File: config.mk
export PLATFORM = sky130hd
export DESIGN_NAME = rk4_mul
export DESIGN_NICKNAME = d
export VERILOG_FILES = /design/src/hw/rtl/rk4_pkg.sv /design/src/hw/rtl/rk4_mul.sv
export SDC_FILE = /design/constraint.sdc
export NUM_CORES = 2
export LEC_CHECK = 0
export BUFFER_PORTS_ARGS = -buffer_cell sky130_fd_sc_hd__buf_2
export CORE_MARGIN = 10
export CORE_UTILIZATION = 45
export DETAILED_ROUTE_END_ITERATION = 8
export GPL_TIMING_DRIVEN = 0
export HOLD_SLACK_MARGIN = 0.02
export SLEW_MARGIN = 20
export SYNTH_ARGS = -nofsm -noshare
export SYNTH_HDL_FRONTEND = slang
export SYNTH_SLANG_ARGS = --single-unit
File: constraint.sdc
create_clock -name clk -period 8.7 [get_ports clk]
set_input_delay 0.87 -clock clk [delete_from_list [all_inputs] [get_ports clk]]
set_output_delay 0.87 -clock clk [all_outputs]
set_load 0.005 [all_outputs]
File: src/hw/rtl/rk4_pkg.sv
// ----------------------------------------------------------------------------
// rk4_pkg
// Shared constants, types and fixed-point helpers for the RK4 integrator.
// ----------------------------------------------------------------------------
package rk4_pkg;

	localparam int FRAC_BITS = 24;
	localparam int WORD_BITS = 32;
	localparam int DIV_BITS  = WORD_BITS - 1 + FRAC_BITS + 1;
	localparam int DCNT_W    = $clog2(DIV_BITS);
	localparam int ADDR_W    = 4;

	localparam logic signed [WORD_BITS-1:0] MAXV = {1'b0, {(WORD_BITS-1){1'b1}}};
	localparam logic signed [WORD_BITS-1:0] MINV = {1'b1, {(WORD_BITS-1){1'b0}}};
	localparam logic signed [WORD_BITS-1:0] ONE  = WORD_BITS'(64'd1 << FRAC_BITS);
	// ceil(2^34 / 6): x / 6 == (x * RECIP6) >> 34 for any 32-bit x
	localparam logic [31:0] RECIP6 = 32'hAAAA_AAAB;

	typedef enum logic [1:0] {
		REG_START_TIME    = 2'd0,
		REG_INITIAL_VALUE = 2'd1,
		REG_STEP_SIZE     = 2'd2,
		REG_STEP_COUNT    = 2'd3
	} reg_idx_t;

	// value plus a sticky-saturation bit
	typedef struct packed {
		logic                        sat;
		logic signed [WORD_BITS-1:0] v;
	} sres_t;

	typedef struct packed {
		logic start;
		logic done;
	} div_ctl_t;

	function automatic sres_t sadd(input logic signed [WORD_BITS-1:0] a,
			input logic signed [WORD_BITS-1:0] b);
		logic signed [WORD_BITS:0] s;
		sres_t r;
		s = {a[WORD_BITS-1], a} + {b[WORD_BITS-1], b};
		r.sat = 1'b0;
		r.v   = s[WORD_BITS-1:0];
		if (s[WORD_BITS] != s[WORD_BITS-1]) begin
			r.sat = 1'b1;
			r.v   = s[WORD_BITS] ? MINV : MAXV;
		end
		return r;
	endfunction

	// truncating halve, toward zero
	function automatic logic signed [WORD_BITS-1:0] half(input logic signed [WORD_BITS-1:0] x);
		logic signed [WORD_BITS:0] s;
		s = {x[WORD_BITS-1], x} + {{WORD_BITS{1'b0}}, x[WORD_BITS-1]};
		return s[WORD_BITS:1];
	endfunction

	function automatic logic [WORD_BITS-1:0] magn(input logic signed [WORD_BITS-1:0] x);
		return x[WORD_BITS-1] ? WORD_BITS'(-x) : WORD_BITS'(x);
	endfunction

	// round-half-away on the magnitude product, then apply sign and clamp
	function automatic sres_t fmul_post(input logic [2*WORD_BITS-1:0] prod, input logic neg);
		logic [2*WORD_BITS:0]           p;
		logic [2*WORD_BITS-FRAC_BITS:0] m;
		logic [2*WORD_BITS-FRAC_BITS:0] lim;
		sres_t r;
		p   = {1'b0, prod} + ((2*WORD_BITS+1)'(1) << (FRAC_BITS - 1));
		m   = p[2*WORD_BITS:FRAC_BITS];
		lim = neg ? ((2*WORD_BITS-FRAC_BITS+1)'(1) << (WORD_BITS - 1))
		          : (2*WORD_BITS-FRAC_BITS+1)'(MAXV);
		r.sat = 1'b0;
		r.v   = neg ? WORD_BITS'(-m) : WORD_BITS'(m);
		if (m > lim) begin
			r.sat = 1'b1;
			r.v   = neg ? MINV : MAXV;
		end
		return r;
	endfunction

endpackage

File: src/hw/rtl/rk4_mul.sv
// ----------------------------------------------------------------------------
// rk4_mul
// Shared unsigned 32x32 multiplier with a registered product.
// ----------------------------------------------------------------------------
module rk4_mul import rk4_pkg::*; (
	input  logic                       clk,
	input  logic [WORD_BITS-1:0]       a,
	input  logic [WORD_BITS-1:0]       b,
	output logic [2*WORD_BITS-1:0]     prod_q
);

	always_ff @(posedge clk) begin
		prod_q <= a * b;
	end

endmodule

==> out/qor.txt <==
run status = finished, final reports clean
crit share post-route = 99.3%
final setup slack of the worst path = 0.0569 ns
number of DRC markers in iteration 0 = 2,470
Chip Width = 298 um
TritonCTS clock tree = yes
Syn Inst Count = 3,748
mean instance size in the synthesized netlist = 9.25 um2
final count of negative-setup-slack endpoints = 0
Die Outline Area = 88,600 um2
maximum number of pins on one net before global-route repair = 13
Top delay family on crit path = adder cells
multiplexer share of the synthesized area = 0.0289%
cell area after technology mapping = 34,700 um2
count of nets after finishing = 5,111
proportion of synthesized flip-flops having asynchronous set or reset = 0%
global route total overflow = 0
main combinational cell family by area after synthesis = adder cells
Placer Congestion = 1.05
root buffer cell = sky130_fd_sc_hd__clkbuf_16
average via count per standard cell = 5.45
fill cell instance count of the final layout = 7,403
setup TNS after final layout = 0 ns
Bufs and invs on worst path = 4
cell with the most instances on the worst path = sky130_fd_sc_hd__fa_1
Warnings, synthesis = 0
Post-Syn Nets = 4,972
mean routed wirelength per cell = 26.1 um
DRT Pass-1 Iters = 6
share of synthesized cell area in and, or, nand and nor gates = 17.6%
number of hold buffers added after CTS = 0
effective utilization at floorplan = 45.5%
category of the most critical setup path = input pin to flop
core utilization of the finished layout = 48.7%
final hold slack = 0.812 ns
global-route wire length before repair = 188,000 um
standard cell with the maximum stage delay on the critical path = sky130_fd_sc_hd__clkbuf_1
count of distinct cell types in the synthesized netlist = 57
share of synthesized area occupied by flip-flops and latches = 3.69%
Data arrival, critical path = 8.91 ns
worst hold path stage count = 2
kind of end point of the critical path = flop
Crit path required time = 8.97 ns
remaining antenna violation count = 0
#FFs+latches synth = 64
Residual DRC = 0
Final min period = 8.64 ns
proportion of layout cells with a drive suffix above 1 = 7.66%
estimated wirelength of the detail-placed design = 109,000 um
Core Box Area = 76,200 um2
Buffers on Ports = 128
register bank with the most flops = prod_q
class of the worst hold path = input pin to flop
buffer levels on the longest clock path = 2
number of enable-type register cells in the synthesized netlist = 0
antenna violations before repair = 14
routed wire length = 129,000 um
post-synthesis share of cell area spent on full adders, half adders and majority gates = 61.2%
flip-flop count of the largest register, all copies and words added = 64
launch point of the worst hold path = b[0]
number of global-route vias before repair = 28,300
I/O pin count = 129
cell row count = 101
delay of the slowest cell on the worst path = 0.67 ns
top flop regs = prod_q (64)
number of sinks on the clock net = 64
TritonCTS buffer count = 9
final hold violation count = 0
die height = 298 um
unrepaired setup endpoints after global routing = true
CTS clock-pin slew for the worst setup and hold paths = 0.06 ns
signed area change from the synthesized netlist to the final layout = 6.99%
worst-case hold path end point = prod_q[0]
htree depth = 3
Slew Limit Fails = 0
headroom to the max-slew limit = 25.0%
Compound-Gate Fraction of Synth Area = 4.15%
actual transition at the worst max-transition pin = 1.13 ns
startpoint types = input pin
vias = 26,900
critical path, cell by cell = buf_2 -> clkbuf_1 -> and2_1 -> fa_1 -> fa_1 -> fa_1 -> fa_1 -> fa_1 -> fa_1 -> fa_1 -> inv_1 -> fa_1 -> inv_1 -> ha_1 -> nand2_1 -> or4_1 -> or3_1 -> a31oi_2 -> a31o_2 -> a211oi_1 -> o21ai_1 -> xor2_1
highest fanout seen on the critical path = 10
post-place setup slack = -0.712 ns
number of max-cap violations = 0
overall fraction of global-route tracks in use = 29.2%
xor and xnor fraction of the mapped netlist area = 1.52%
most common flop cell mapped by yosys = sky130_fd_sc_hd__dfxtp_1
Fmax achieved = 0.116 GHz
==> metal layers <==
| metal | wire length, um | track usage [%] |
|---|---|---|
| met4 | 11200 | 19.9 |
| met1 | 46700 | 36.5 |
| met2 | 57300 | 45.2 |
| met5 | 11 | 0 |
| met3 | 13500 | 6.12 |
==> layout by cell type (no fill, tap or decap), types with 63 or more instances in the layout <==
cell                       instances
sky130_fd_sc_hd__a21oi_1          63
sky130_fd_sc_hd__and2_1          602
sky130_fd_sc_hd__buf_2           141
sky130_fd_sc_hd__clkbuf_1         81
sky130_fd_sc_hd__clkbuf_2        118
sky130_fd_sc_hd__dfxtp_1          64
sky130_fd_sc_hd__fa_1            896
sky130_fd_sc_hd__ha_1            263
sky130_fd_sc_hd__inv_1           865
sky130_fd_sc_hd__nand2_1         480
==> through the flow <==
step | std cells | area [um2]
floorplan | 3748 | 34700
global placement | 4906 | 36600
detailed placement | 4906 | 36600
CTS | 4922 | 37000
global route | 4922 | 37100
finish | 4928 | 37100
==> worst max-delay path by stage <==
stage | startpoint | cells past startpoint | slack [ns] | end
after global routing | b[7] | 24 | -0.05 | prod_q[62]
final | b[29] | 22 | 0.06 | prod_q[62]
after global placement | a[19] | 26 | -0.65 | prod_q[62]
after detailed placement | a[19] | 26 | -0.71 | prod_q[62]
after CTS | a[16] | 23 | 0.0005 | prod_q[62]
after floorplan | a[25] | 25 | 1.08 | prod_q[62]
==> cells in the mapped netlist (4+ instances only) <==
cell,instances,area (um2)
sky130_fd_sc_hd__fa_1,896,17900
sky130_fd_sc_hd__inv_1,865,3250
sky130_fd_sc_hd__and2_1,602,3770
sky130_fd_sc_hd__nand2_1,480,1800
sky130_fd_sc_hd__ha_1,263,3290
sky130_fd_sc_hd__clkbuf_1,213,800
sky130_fd_sc_hd__dfxtp_1,64,1280
sky130_fd_sc_hd__a21oi_1,63,315
sky130_fd_sc_hd__a21o_1,40,300
sky130_fd_sc_hd__xnor2_1,35,307
sky130_fd_sc_hd__xor2_1,25,219
sky130_fd_sc_hd__nand4_1,23,144
sky130_fd_sc_hd__o21ai_0,21,105
sky130_fd_sc_hd__nor2_1,20,75.1
sky130_fd_sc_hd__and3_1,14,87.6
sky130_fd_sc_hd__a31oi_1,12,75.1
sky130_fd_sc_hd__nand3_1,10,50.1
sky130_fd_sc_hd__o21bai_1,10,75.1
sky130_fd_sc_hd__o21a_1,9,67.6
sky130_fd_sc_hd__nor3_1,7,35.0
sky130_fd_sc_hd__buf_2,6,30.0
sky130_fd_sc_hd__o21ai_1,5,25.0
sky130_fd_sc_hd__a221o_1,4,40.0
==> cells by family (layout without fill, tap and decap cells) <==
group | after synthesis | count (layout)
and+or+nand+nor | 1177 | 1177
adders and majority gates | 1159 | 1159
buffers and inverters | 1085 | 1229
AOI/OAI and AO/OA | 202 | 202
DFF | 64 | 64
xor gates and xnor gates | 60 | 60
muxes | 1 | 1
other | 0 | 6
==> layout make-up <==
cell class                 count  area [um2]  share of cell area [%]
buffer                       218         993                    2.68
multi-input combinational   2599       29300                    79.0
inverter                     865        3250                    8.75
clock inverter                 7        72.6                   0.196
timing repair buffer         130         656                    1.77
clock buffer                   9         225                   0.607
sequential                    64        1280                    3.45
tap                         1030        1290                    3.47
antenna                        6        15.0                  0.0405
==> repair_timing <==
item	CTS	global route
setup endpoints to repair	9	15
buffers inserted	0	2
gates resized for setup	59	171
pin swaps	0	1
Power is not shown: default switching activity piles up to over one toggle a cycle in this logic, so the estimate is an artifact.
