`src/hw/rtl/rk4_pkg.sv`:
```
// ----------------------------------------------------------------------------
// rk4_pkg
// Shared constants, types and fixed-point helpers for the RK4 integrator.
// ----------------------------------------------------------------------------
package rk4_pkg;

	localparam int FRAC_BITS = 24;
	localparam int WORD_BITS = 32;
	localparam int DIV_BITS  = WORD_BITS - 1 + FRAC_BITS + 1;
	localparam int DCNT_W    = $clog2(DIV_BITS);
	localparam int ADDR_W    = 4;

	localparam logic signed [WORD_BITS-1:0] MAXV = {1'b0, {(WORD_BITS-1){1'b1}}};
	localparam logic signed [WORD_BITS-1:0] MINV = {1'b1, {(WORD_BITS-1){1'b0}}};
	localparam logic signed [WORD_BITS-1:0] ONE  = WORD_BITS'(64'd1 << FRAC_BITS);
	// ceil(2^34 / 6): x / 6 == (x * RECIP6) >> 34 for any 32-bit x
	localparam logic [31:0] RECIP6 = 32'hAAAA_AAAB;

	typedef enum logic [1:0] {
		REG_START_TIME    = 2'd0,
		REG_INITIAL_VALUE = 2'd1,
		REG_STEP_SIZE     = 2'd2,
		REG_STEP_COUNT    = 2'd3
	} reg_idx_t;

	// value plus a sticky-saturation bit
	typedef struct packed {
		logic                        sat;
		logic signed [WORD_BITS-1:0] v;
	} sres_t;

	typedef struct packed {
		logic start;
		logic done;
	} div_ctl_t;

	function automatic sres_t sadd(input logic signed [WORD_BITS-1:0] a,
			input logic signed [WORD_BITS-1:0] b);
		logic signed [WORD_BITS:0] s;
		sres_t r;
		s = {a[WORD_BITS-1], a} + {b[WORD_BITS-1], b};
		r.sat = 1'b0;
		r.v   = s[WORD_BITS-1:0];
		if (s[WORD_BITS] != s[WORD_BITS-1]) begin
			r.sat = 1'b1;
			r.v   = s[WORD_BITS] ? MINV : MAXV;
		end
		return r;
	endfunction

	// truncating halve, toward zero
	function automatic logic signed [WORD_BITS-1:0] half(input logic signed [WORD_BITS-1:0] x);
		logic signed [WORD_BITS:0] s;
		s = {x[WORD_BITS-1], x} + {{WORD_BITS{1'b0}}, x[WORD_BITS-1]};
		return s[WORD_BITS:1];
	endfunction

	function automatic logic [WORD_BITS-1:0] magn(input logic signed [WORD_BITS-1:0] x);
		return x[WORD_BITS-1] ? WORD_BITS'(-x) : WORD_BITS'(x);
	endfunction

	// round-half-away on the magnitude product, then apply sign and clamp
	function automatic sres_t fmul_post(input logic [2*WORD_BITS-1:0] prod, input logic neg);
		logic [2*WORD_BITS:0]           p;
		logic [2*WORD_BITS-FRAC_BITS:0] m;
		logic [2*WORD_BITS-FRAC_BITS:0] lim;
		sres_t r;
		p   = {1'b0, prod} + ((2*WORD_BITS+1)'(1) << (FRAC_BITS - 1));
		m   = p[2*WORD_BITS:FRAC_BITS];
		lim = neg ? ((2*WORD_BITS-FRAC_BITS+1)'(1) << (WORD_BITS - 1))
		          : (2*WORD_BITS-FRAC_BITS+1)'(MAXV);
		r.sat = 1'b0;
		r.v   = neg ? WORD_BITS'(-m) : WORD_BITS'(m);
		if (m > lim) begin
			r.sat = 1'b1;
			r.v   = neg ? MINV : MAXV;
		end
		return r;
	endfunction

endpackage

```
`src/hw/rtl/rk4_div.sv`:
```
// ----------------------------------------------------------------------------
// rk4_div
// Restoring divider, one quotient bit per cycle.
// ----------------------------------------------------------------------------
module rk4_div import rk4_pkg::*; (
	input  logic                 clk,
	input  logic                 arst_n,
	input  logic                 start,
	input  logic [DIV_BITS-1:0]  num,
	input  logic [WORD_BITS-1:0] den,
	output logic                 done_q,
	output logic                 busy_q,
	output logic [DIV_BITS-1:0]  quot
);

	logic [DIV_BITS-1:0]  num_q;
	logic [WORD_BITS-1:0] den_q;
	logic [WORD_BITS-1:0] rem_q;
	logic [DCNT_W-1:0]    cnt_q;
	logic [WORD_BITS:0]   rem_sh;
	logic                 ge;
	logic [WORD_BITS:0]   rem_nx;

	assign rem_sh = {rem_q, num_q[DIV_BITS-1]};
	assign ge     = rem_sh >= {1'b0, den_q};
	assign rem_nx = ge ? rem_sh - {1'b0, den_q} : rem_sh;
	assign quot   = num_q;

	always_ff @(posedge clk or negedge arst_n) begin
		if (!arst_n) begin
			busy_q <= 1'b0;
			done_q <= 1'b0;
			cnt_q  <= '0;
		end else begin
			done_q <= 1'b0;
			if (start) begin
				busy_q <= 1'b1;
				cnt_q  <= DCNT_W'(DIV_BITS - 1);
			end else if (busy_q) begin
				cnt_q <= cnt_q - 1'b1;
				if (cnt_q == '0) begin
					busy_q <= 1'b0;
					done_q <= 1'b1;
				end
			end
		end
	end

	always_ff @(posedge clk) begin
		if (start) begin
			num_q <= num;
			den_q <= den;
			rem_q <= '0;
		end else if (busy_q) begin
			rem_q <= rem_nx[WORD_BITS-1:0];
			num_q <= {num_q[DIV_BITS-2:0], ge};
		end
	end

endmodule
```
`config.mk`:
```
export PLATFORM = sky130hd
export DESIGN_NAME = rk4_div
export DESIGN_NICKNAME = d
export VERILOG_FILES = /design/src/hw/rtl/rk4_pkg.sv /design/src/hw/rtl/rk4_div.sv
export SDC_FILE = /design/constraint.sdc
export NUM_CORES = 1
export LEC_CHECK = 0
export BUFFER_PORTS_ARGS = -buffer_cell sky130_fd_sc_hd__buf_2
export CORE_MARGIN = 2
export CORE_UTILIZATION = 30
export CTS_CLUSTER_SIZE = 8
export DETAILED_ROUTE_END_ITERATION = 10
export PLACE_DENSITY_LB_ADDON = 0.05
export SLEW_MARGIN = 20
export SYNTH_ARGS = -nofsm -noshare
export SYNTH_HDL_FRONTEND = slang
export SYNTH_SLANG_ARGS = --single-unit
```
`constraint.sdc`:
```
create_clock -name clk -period 2.9 [get_ports clk]
set_clock_uncertainty 0.15 [all_clocks]
set_input_delay 0.29 -clock clk [delete_from_list [all_inputs] [get_ports clk]]
set_output_delay 0.29 -clock clk [all_outputs]
set_load 0.1 [all_outputs]
```
==> out/metrics.cfg, run 1 <==
[synthesis]
synth_most_common_cell=edfxtp_1
synth.largest_area_cell=edfxtp_1
synthArstFlopShare_pct=6.250
synth_edf_count=88
yosysTopAreaCellShare_pct=38.65
syn-mean-instance-area_um2=10.85
ys_warn_count=0
syn-cell-area_um2=6837
ys_types=59
synthCells=630
synthFlopType=edfxtp_1
synth_seq_cells=128
synth_nets=756
yosys-top-cells-area=edfxtp_1 (39%), dfxtp_1 (9.4%), mux2_2 (9.2%)
netlist_top_cells_count=edfxtp_1 (88), nand2_1 (60), mux2_2 (56), nor2_1 (52), inv_1 (49)
yosysSeqAreaShare_pct=50.95

[floorplan]
die_w_um=155.0
io_pins=149
dieArea_um2=24010
fp.dieH_um=155.0
num_rows=55
core_area_um2=22500
initial_utilization_pct=30.38

[place]
dp_cells=1097
portBuffers=148
dp_hpwl_um=12900
place_congestion=0.8103

[clock_network]
cts_made_buffers=17
h-tree-depth=4
clkSinkCount=128
cts_max_path_buffers=2
root_buffer=clkbuf_16
cts_tree=done
clk_pin_slew_ps=60
clk_latency_ps=430

[hold_path]
hold_class=in2reg
whs_path_depth=2
hp-start=num[4]
hold_path_end=quot[4]

[pwr]
p_total_mw=8.860
p_per_area_nw_per_um2=890.3
peakVddDrop_mv=0.3177
leakagePower_nw=4.192

[worst_setup_path]
cp_slowest_cell=or4_4
path_cells=inv_1 > ha_1 > and4_4 > nand3_4 > or4_4 > o41ai_4 > a211oi_2 > o21a_4 > or3b_1 > a311oi_1
startpoint_type=flip-flop
path_buf_inv=1
r2r_start=den_q[23]
cp.arrival_ps=3020
rr_worst_depth=10
crit_type=reg2reg
slowest_delay_ps=430
worstPathRequired_ps=3080
r2r_setup_slack_ps=60
cp_top_family=simple AND/OR/NAND/NOR gates
r2r-end=rem_q[10]
crit_fanout=6
end_kind=flip-flop

[grt]
gr-total-overflow=0
antenna_found_initial=1
first_global_vias=5992
grt_usage_pct=15.66
grt_pass1_wl_um=30170
grt_max_degree=57

[timing]
hold_viol=0
period_minus_slack_ps=2839
worst_pin_slew_ps=630.8
drv_slew=0
slew_headroom_pct=57.94
finalCritPeriodShare_pct=97.89
setup_viol=0
rsz0062_at_grt=true
fmax_mhz=352.3

[routing]
drt_iter0_markers=174
drcViolationCount=0
wl_um=18630
vias=5698
dr_wl_met3_um=1174
top_layer_used=met4
wl_per_cell_um=15.66
wl_met2_um=8856
drt-met1-wl_um=8461
dr.pass1.iters=4
postRouteAntennaNets=0
avgViaCountPerCell=4.788

[cells_and_area]
antenna_cells=0
final_cells=1190
fin_nets=1018
area_growth_pct=45.57
utilization_pct=44.23
drive_gt1_share_pct=41.55

[job]
drv_cap=0

[outcome]
outcome=finished, final reports clean

-- cells in the final DEF (no fill, tap or decap), types with 19 or more instances in the layout --
| cell type | count |
|---|---|
| buf_4 | 62 |
| dfxtp_1 | 32 |
| dlygate4sd3_1 | 53 |
| xnor2_1 | 19 |
| buf_2 | 147 |
| inv_1 | 45 |
| nor2_1 | 51 |
| edfxtp_1 | 88 |
| nand2_1 | 58 |
| mux2_2 | 56 |
| a21oi_1 | 27 |
-- flip-flops by register name (all words and copies together), names as in the netlist --
register	count
quot	56
rem_q	32
den_q	32
cnt_q	6
done_q	1
busy_q	1
-- how the worst max path moves through the flow --
stage / to / slack, ps / from / cells past startpoint
CTS: rem_q[24] / 4 / den_q[0] / 11
floorplan: rem_q[24] / -530 / quot[55] / 12
global route: rem_q[16] / -100 / den_q[0] / 12
finish: rem_q[10] / 60 / den_q[23] / 10
global placement: rem_q[4] / -160 / den_q[24] / 12
detailed placement: rem_q[4] / -240 / den_q[24] / 12
-- final cells by class --
class,count,area (um2)
clock buffer,18,429.2
clock inverter,14,143.9
fill,2153,12550
inverter,49,187.7
multi-input combinational,426,3505
sequential,128,3483
tap,285,356.6
timing repair buffer,270,1847
-- per-stage QoR --
step                      hold slack (ps)  instance area, um2  setup TNS [ps]  setup WS [ps]
after floorplan                    -155.6                6902           -3052         -525.5
after global placement             -7.197                8367           -2313         -161.4
after detailed placement           -6.113                8367           -4377         -239.5
after CTS                          0.5053                9567               0          4.345
after global routing               0.4261                9952          -719.6         -99.06
final                               17.70                9952               0          61.20
-- worst register-to-register path, delay by kind of cell, from the launching register on --
family                   cells  cell delay, ps
flip-flops                   1             320
adder cells (fa/ha/maj)      1             290
AO/OA/AOI/OAI                4             810
buffers and inverters        1              50
AND/OR/NAND/NOR              4            1140
-- logic make-up (layout without fill, tap and decap cells) --
logic type / after synthesis / after routing / share of synthesized area, %
simple gates: 163 / 163 / 10.93
compound gates: 140 / 140 / 13.89
flops: 128 / 128 / 50.95
buf+inv: 76 / 351 / 4.319
mux: 60 / 60 / 9.810
fa+ha+maj: 35 / 35 / 6.515
xor+xnor: 28 / 28 / 3.587
-- routing by layer --
layer | up-vias | GRT usage [%]
li1 | 2836 | -
met1 | 2713 | 19.63
met2 | 138 | 25.97
met3 | 11 | 5.487
met4 | 0 | 3.704
met5 | - | 0
-- power breakdown --
group          leakage (nW)  internal [mW]  switching (mW)
combinational          2.66           1.79            2.41
clock                 0.275           1.21           0.936
sequential             1.25           2.29           0.227
-- what timing repair did --
action,4_1_cts,5_1_grt
pin swaps,7,14
hold buffers,53,0
hold endpoints to repair,60,0
setup buffers,2,6
resized for setup,19,59
endpoints found under the setup margin,33,33
No activity file was read; power rests on OpenSTA's default activity.
==> inputs of run 2 (changes only) <==
--- a/config.mk
+++ b/config.mk
@@ -7,7 +7,7 @@
 export LEC_CHECK = 0
 export BUFFER_PORTS_ARGS = -buffer_cell sky130_fd_sc_hd__buf_2
 export CORE_MARGIN = 2
-export CORE_UTILIZATION = 30
+export CORE_UTILIZATION = 47
 export CTS_CLUSTER_SIZE = 8
 export DETAILED_ROUTE_END_ITERATION = 10
 export PLACE_DENSITY_LB_ADDON = 0.05
==> out/metrics.cfg, run 2 (synthesis results as in run 1) <==
[outcome]
outcome=finished, final reports clean

[grt]
grt_max_degree=59
grt_usage_pct=22.42
grt_pass1_wl_um=28030
antenna_found_initial=1
gr-total-overflow=0
first_global_vias=5829

[worst_setup_path]
crit_fanout=3
endpoint=rem_q[24]
crit_type=reg2reg
rr_worst_depth=12
crit_start=den_q[0]
r2r_setup_slack_ps=30
startpoint_type=flip-flop
worstPathRequired_ps=3070
end_kind=flip-flop
r2r_start=den_q[0]
cp.arrival_ps=3040
r2r-end=rem_q[24]

[timing]
setup_ws_ps=25.29
setup_viol=0
fmax_mhz=347.9
hold_viol=0
drv_slew=0
slew_headroom_pct=56.69
whs_ps=16.40
setup-tns-final_ps=0
finalCritPeriodShare_pct=99.13
worst_pin_slew_ps=649.6
rsz0062_at_grt=true
period_minus_slack_ps=2875

[routing]
vias=5707
wl_um=17370
postRouteAntennaNets=0
drcViolationCount=0
avgViaCountPerCell=5.339
dr.pass1.iters=5
wl_per_cell_um=16.25
drt_iter0_markers=345

[clock_network]
h-tree-depth=4
cts_max_path_buffers=2
clk_latency_ps=420
root_buffer=clkbuf_16
cts_made_buffers=17
clkSinkCount=128
clk_pin_slew_ps=60
cts_tree=done

[pwr]
p_comb_share_pct=46.9
sequentialPowerShare_pct=28.1
peakVddDrop_mv=0.6153
p_int_mw=5.463
switchingPower_mw=3.521
p_per_area_nw_per_um2=929.2
leakagePower_nw=4.125
p_total_mw=8.985
swShare_pct=39.19
pwr-share-clk_pct=25.0

[cells_and_area]
drive_gt1_share_pct=43.05
antenna_cells=0
final_cells=1069
fin_nets=998
final_common_cell=buf_2
fin_area_um2=9669
final_cell_mix=buf_2 (147), edfxtp_1 (88), buf_4 (62)
utilization_pct=67.29
area_growth_pct=41.43
largest_register_ffs=56

[place]
place_congestion=0.8548
portBuffers=148
placed_area_um2=8190
place_ws_ps=-165.1
dp_hpwl_um=12010
dp_cells=991

[floorplan]
initial_utilization_pct=47.58
fp.dieH_um=124.6
io_pins=149
die_w_um=124.6
num_rows=44
core_area_um2=14370
dieArea_um2=15530

[job]
drv_cap=0

[hold_path]
hold_class=in2reg

==> run 2: changes by cell type in the layout (fill, tap and decap cells not counted), sizes merged <==
cell	delta
dlygate4sd3	-20
inv	-4
bufinv	+2
clkinv	+2
==> run 2: worst max-delay path: stages (launching register included) <==
cell and delay (ps):
edfxtp_1 410, ha_4 190, fa_2 360, nor2b_2 130, o31a_1 200, o211ai_1 100
buf_4 160, a211oi_4 260, o21ai_2 120, a311oi_2 270, mux2i_1 210, nor3_1 60
nor4_1 160
==> run 2: worst min path at each step <==
stage          startpoint       end  cells past startpoint
2_1_floorplan      arst_n    busy_q                      0
3_3_place_gp       arst_n    done_q                      1
3_5_place_dp       arst_n    done_q                      1
4_1_cts           num[15]  quot[15]                      2
5_1_grt           num[46]  quot[46]                      2
6_report          num[15]  quot[15]                      2
==> run 2: routing by layer <==
| metal | up-vias | wire length [um] | global-route usage, % |
|---|---|---|---|
| met4 | 2 | 289 | 8.526 |
| met3 | 24 | 1160 | 7.603 |
| li1 | 2795 | - | - |
| met1 | 2715 | 7620 | 28.48 |
| met5 | - | 7 | 0 |
| met2 | 171 | 8289 | 35.52 |
==> run 2: area by class of cell <==
cell class | count | area (um2)
tap | 184 | 230.2
sequential | 128 | 3483
clock buffer | 18 | 439.2
timing repair buffer | 250 | 1630
clock inverter | 14 | 180.2
inverter | 49 | 187.7
fill | 1101 | 4700
multi-input combinational | 426 | 3518
==> run 2: power groups by stage <==
stage | Clock (mW) | Combinational (mW) | Sequential (mW)
floorplan | 0 | 1.90 | 3.17
global placement | 0 | 3.58 | 2.52
detailed placement | 0 | 3.59 | 2.52
CTS | 2.29 | 3.72 | 2.50
global route | 2.36 | 4.56 | 2.56
finish | 2.25 | 4.22 | 2.52
==> run 2: repair_timing <==
action | CTS | global route
pin swaps | 11 | 27
endpoints found under the hold margin | 40 | 0
setup buffers | 2 | 11
setup endpoints to repair | 32 | 33
gates resized for setup | 12 | 75
hold buffers | 33 | 0
==> inputs of run 3 (changes only) <==
==> constraint.sdc (replaced) <==
create_clock -name clk -period 2.9 [get_ports clk]
set_clock_uncertainty 0.15 [all_clocks]
set_input_delay 0 -clock clk [delete_from_list [all_inputs] [get_ports clk]]
set_output_delay 0 -clock clk [all_outputs]
set_load 0.1 [all_outputs]
==> out/metrics.cfg, run 3 (synthesis results as in run 1) <==
[place]
place_congestion=0.8568
dp_cells=981
placed_area_um2=8103
dp_hpwl_um=11640
portBuffers=148
place_ws_ps=-140.4

[cells_and_area]
fin_area_um2=10030
final_common_cell=buf_2
final_cells=1113
final_cell_mix=buf_2 (147), dlygate4sd3_1 (91), edfxtp_1 (88)
drive_gt1_share_pct=38.32
antenna_cells=0
largest_register_ffs=56
fin_nets=1042
area_growth_pct=46.78

[worst_setup_path]
r2r_start=den_q[9]
slowest_delay_ps=500
r2r_setup_slack_ps=-20
cp_slowest_cell=a2111oi_0
path_buf_inv=3
cp_top_family=compound AO/OA/AOI/OAI gates
crit_fanout=6
crit_type=reg2reg
r2r-end=rem_q[28]
cp.arrival_ps=3070
rr_worst_depth=13
end_kind=flip-flop
path_common_cell=buf_4
path_cells=inv_1 > ha_1 > buf_4 > a2111oi_0 > a21oi_1 > nand4_1 > a211oi_2 > buf_4 > o21bai_4 > a21oi_4 > o41ai_2 > xor2_1 > o21ai_1
worstPathRequired_ps=3050
startpoint_type=flip-flop

[timing]
setup-tns-final_ps=-19.32
worst_pin_slew_ps=624.7
slew_headroom_pct=58.36
hold_viol=0
setup_ws_ps=-19.32
fmax_mhz=342.5
rsz0062_at_grt=true
period_minus_slack_ps=2919
drv_slew=0
finalCritPeriodShare_pct=100.7
setup_viol=1

[floorplan]
num_rows=44
dieArea_um2=15530
fp.dieH_um=124.6
core_area_um2=14370
initial_utilization_pct=47.58
die_w_um=124.6
io_pins=149

[pwr]
p_comb_share_pct=46.2
pwr-share-clk_pct=25.0
leakagePower_nw=4.267
swShare_pct=39.24
switchingPower_mw=3.451
p_per_area_nw_per_um2=876.5
sequentialPowerShare_pct=28.7
p_int_mw=5.344
peakVddDrop_mv=0.4911

[grt]
gr-total-overflow=0
grt_usage_pct=23.71
first_global_vias=6189
grt_max_degree=59
grt_pass1_wl_um=29620
antenna_found_initial=0

[clock_network]
clk_latency_ps=430
cts_made_buffers=17
clkSinkCount=128
clk_pin_slew_ps=60
cts_tree=done
h-tree-depth=4
cts_max_path_buffers=2
root_buffer=clkbuf_16

[routing]
postRouteAntennaNets=0
wl_um=18260
drt_iter0_markers=334
wl_per_cell_um=16.41
vias=5960
dr.pass1.iters=5
avgViaCountPerCell=5.355
drcViolationCount=0

[hold_path]
whs_path_depth=2
hold_path_end=den_q[12]
hold_class=in2reg
hp-start=den[12]

[outcome]
outcome=complete, but fails checks
failed_checks=negative setup slack

[job]
drv_cap=0

==> run 3: cell types whose count changed in the layout (fill, tap and decap cells not counted), sizes merged <==
cell | before | now
dlygate4sd3 | 33 | 91
buf | 217 | 203
clkinv | 5 | 2
clkinvlp | 3 | 6
clkbuf | 18 | 20
inv | 52 | 50
==> run 3: how the worst max path moves through the flow <==
stage | from | end | slack (ps) | cells after the start
6_report | den_q[9] | rem_q[28] | -20 | 13
5_1_grt | quot[55] | rem_q[28] | -170 | 13
4_1_cts | den_q[0] | rem_q[24] | 7 | 11
3_5_place_dp | den_q[24] | rem_q[10] | -140 | 10
3_3_place_gp | den_q[24] | rem_q[10] | -80 | 10
2_1_floorplan | quot[55] | rem_q[24] | -530 | 12
==> run 3: cell type report <==
| type | count | area (um2) |
|---|---|---|
| fillers | 1067 | 4334 |
| clock inverters | 12 | 158.9 |
| multi-input cells | 426 | 3442 |
| inverters | 49 | 187.7 |
| repair buffers | 294 | 2086 |
| flip-flops and latches | 128 | 3483 |
| well taps | 184 | 230.2 |
| clock buffers | 20 | 446.7 |
==> run 3: power by group through the flow <==
stage          registers (mW)  clock network, mW  logic (mW)
3_5_place_dp             2.52                  0        3.49
6_report                 2.53               2.20        4.07
2_1_floorplan            3.17                  0        1.90
4_1_cts                  2.50               2.24        3.70
5_1_grt                  2.56               2.33        4.40
3_3_place_gp             2.52                  0        3.46
==> run 3: layer usage <==
metal  GRT usage [%]  vias up  routed length (um)
met1           28.94     2867                7793
met4           8.262        0                 378
met3           7.560       28                1144
met2           39.63      187                8948
met5               0        -                   0
li1                -     2878                   -
==> run 3: worst reg2reg max path, stage by stage (launching register included) <==
cell	delay, ps
edfxtp_1	320
inv_1	40
ha_1	300
buf_4	170
a2111oi_0	500
a21oi_1	120
nand4_1	170
a211oi_2	80
buf_4	170
o21bai_4	150
a21oi_4	90
o41ai_2	260
xor2_1	200
o21ai_1	80
==> run 3: metrics by stage <==
stage | utilization, % | total power, mW | hold slack, ps
after floorplan | - | 5.071 | -445.6
after global placement | 56.39 | 5.982 | -301.0
after detailed placement | 56.39 | 6.016 | -296.7
after CTS | 67.48 | 8.438 | 118.7
after global routing | 69.84 | 9.293 | 124.1
final | 69.84 | 8.795 | 129.6
==> run 3: what timing repair did <==
action	CTS	global route
endpoints found under the setup margin	32	33
hold buffers	91	0
pin swaps	11	27
hold endpoints to repair	112	0
setup buffers	1	8
resized for setup	14	56
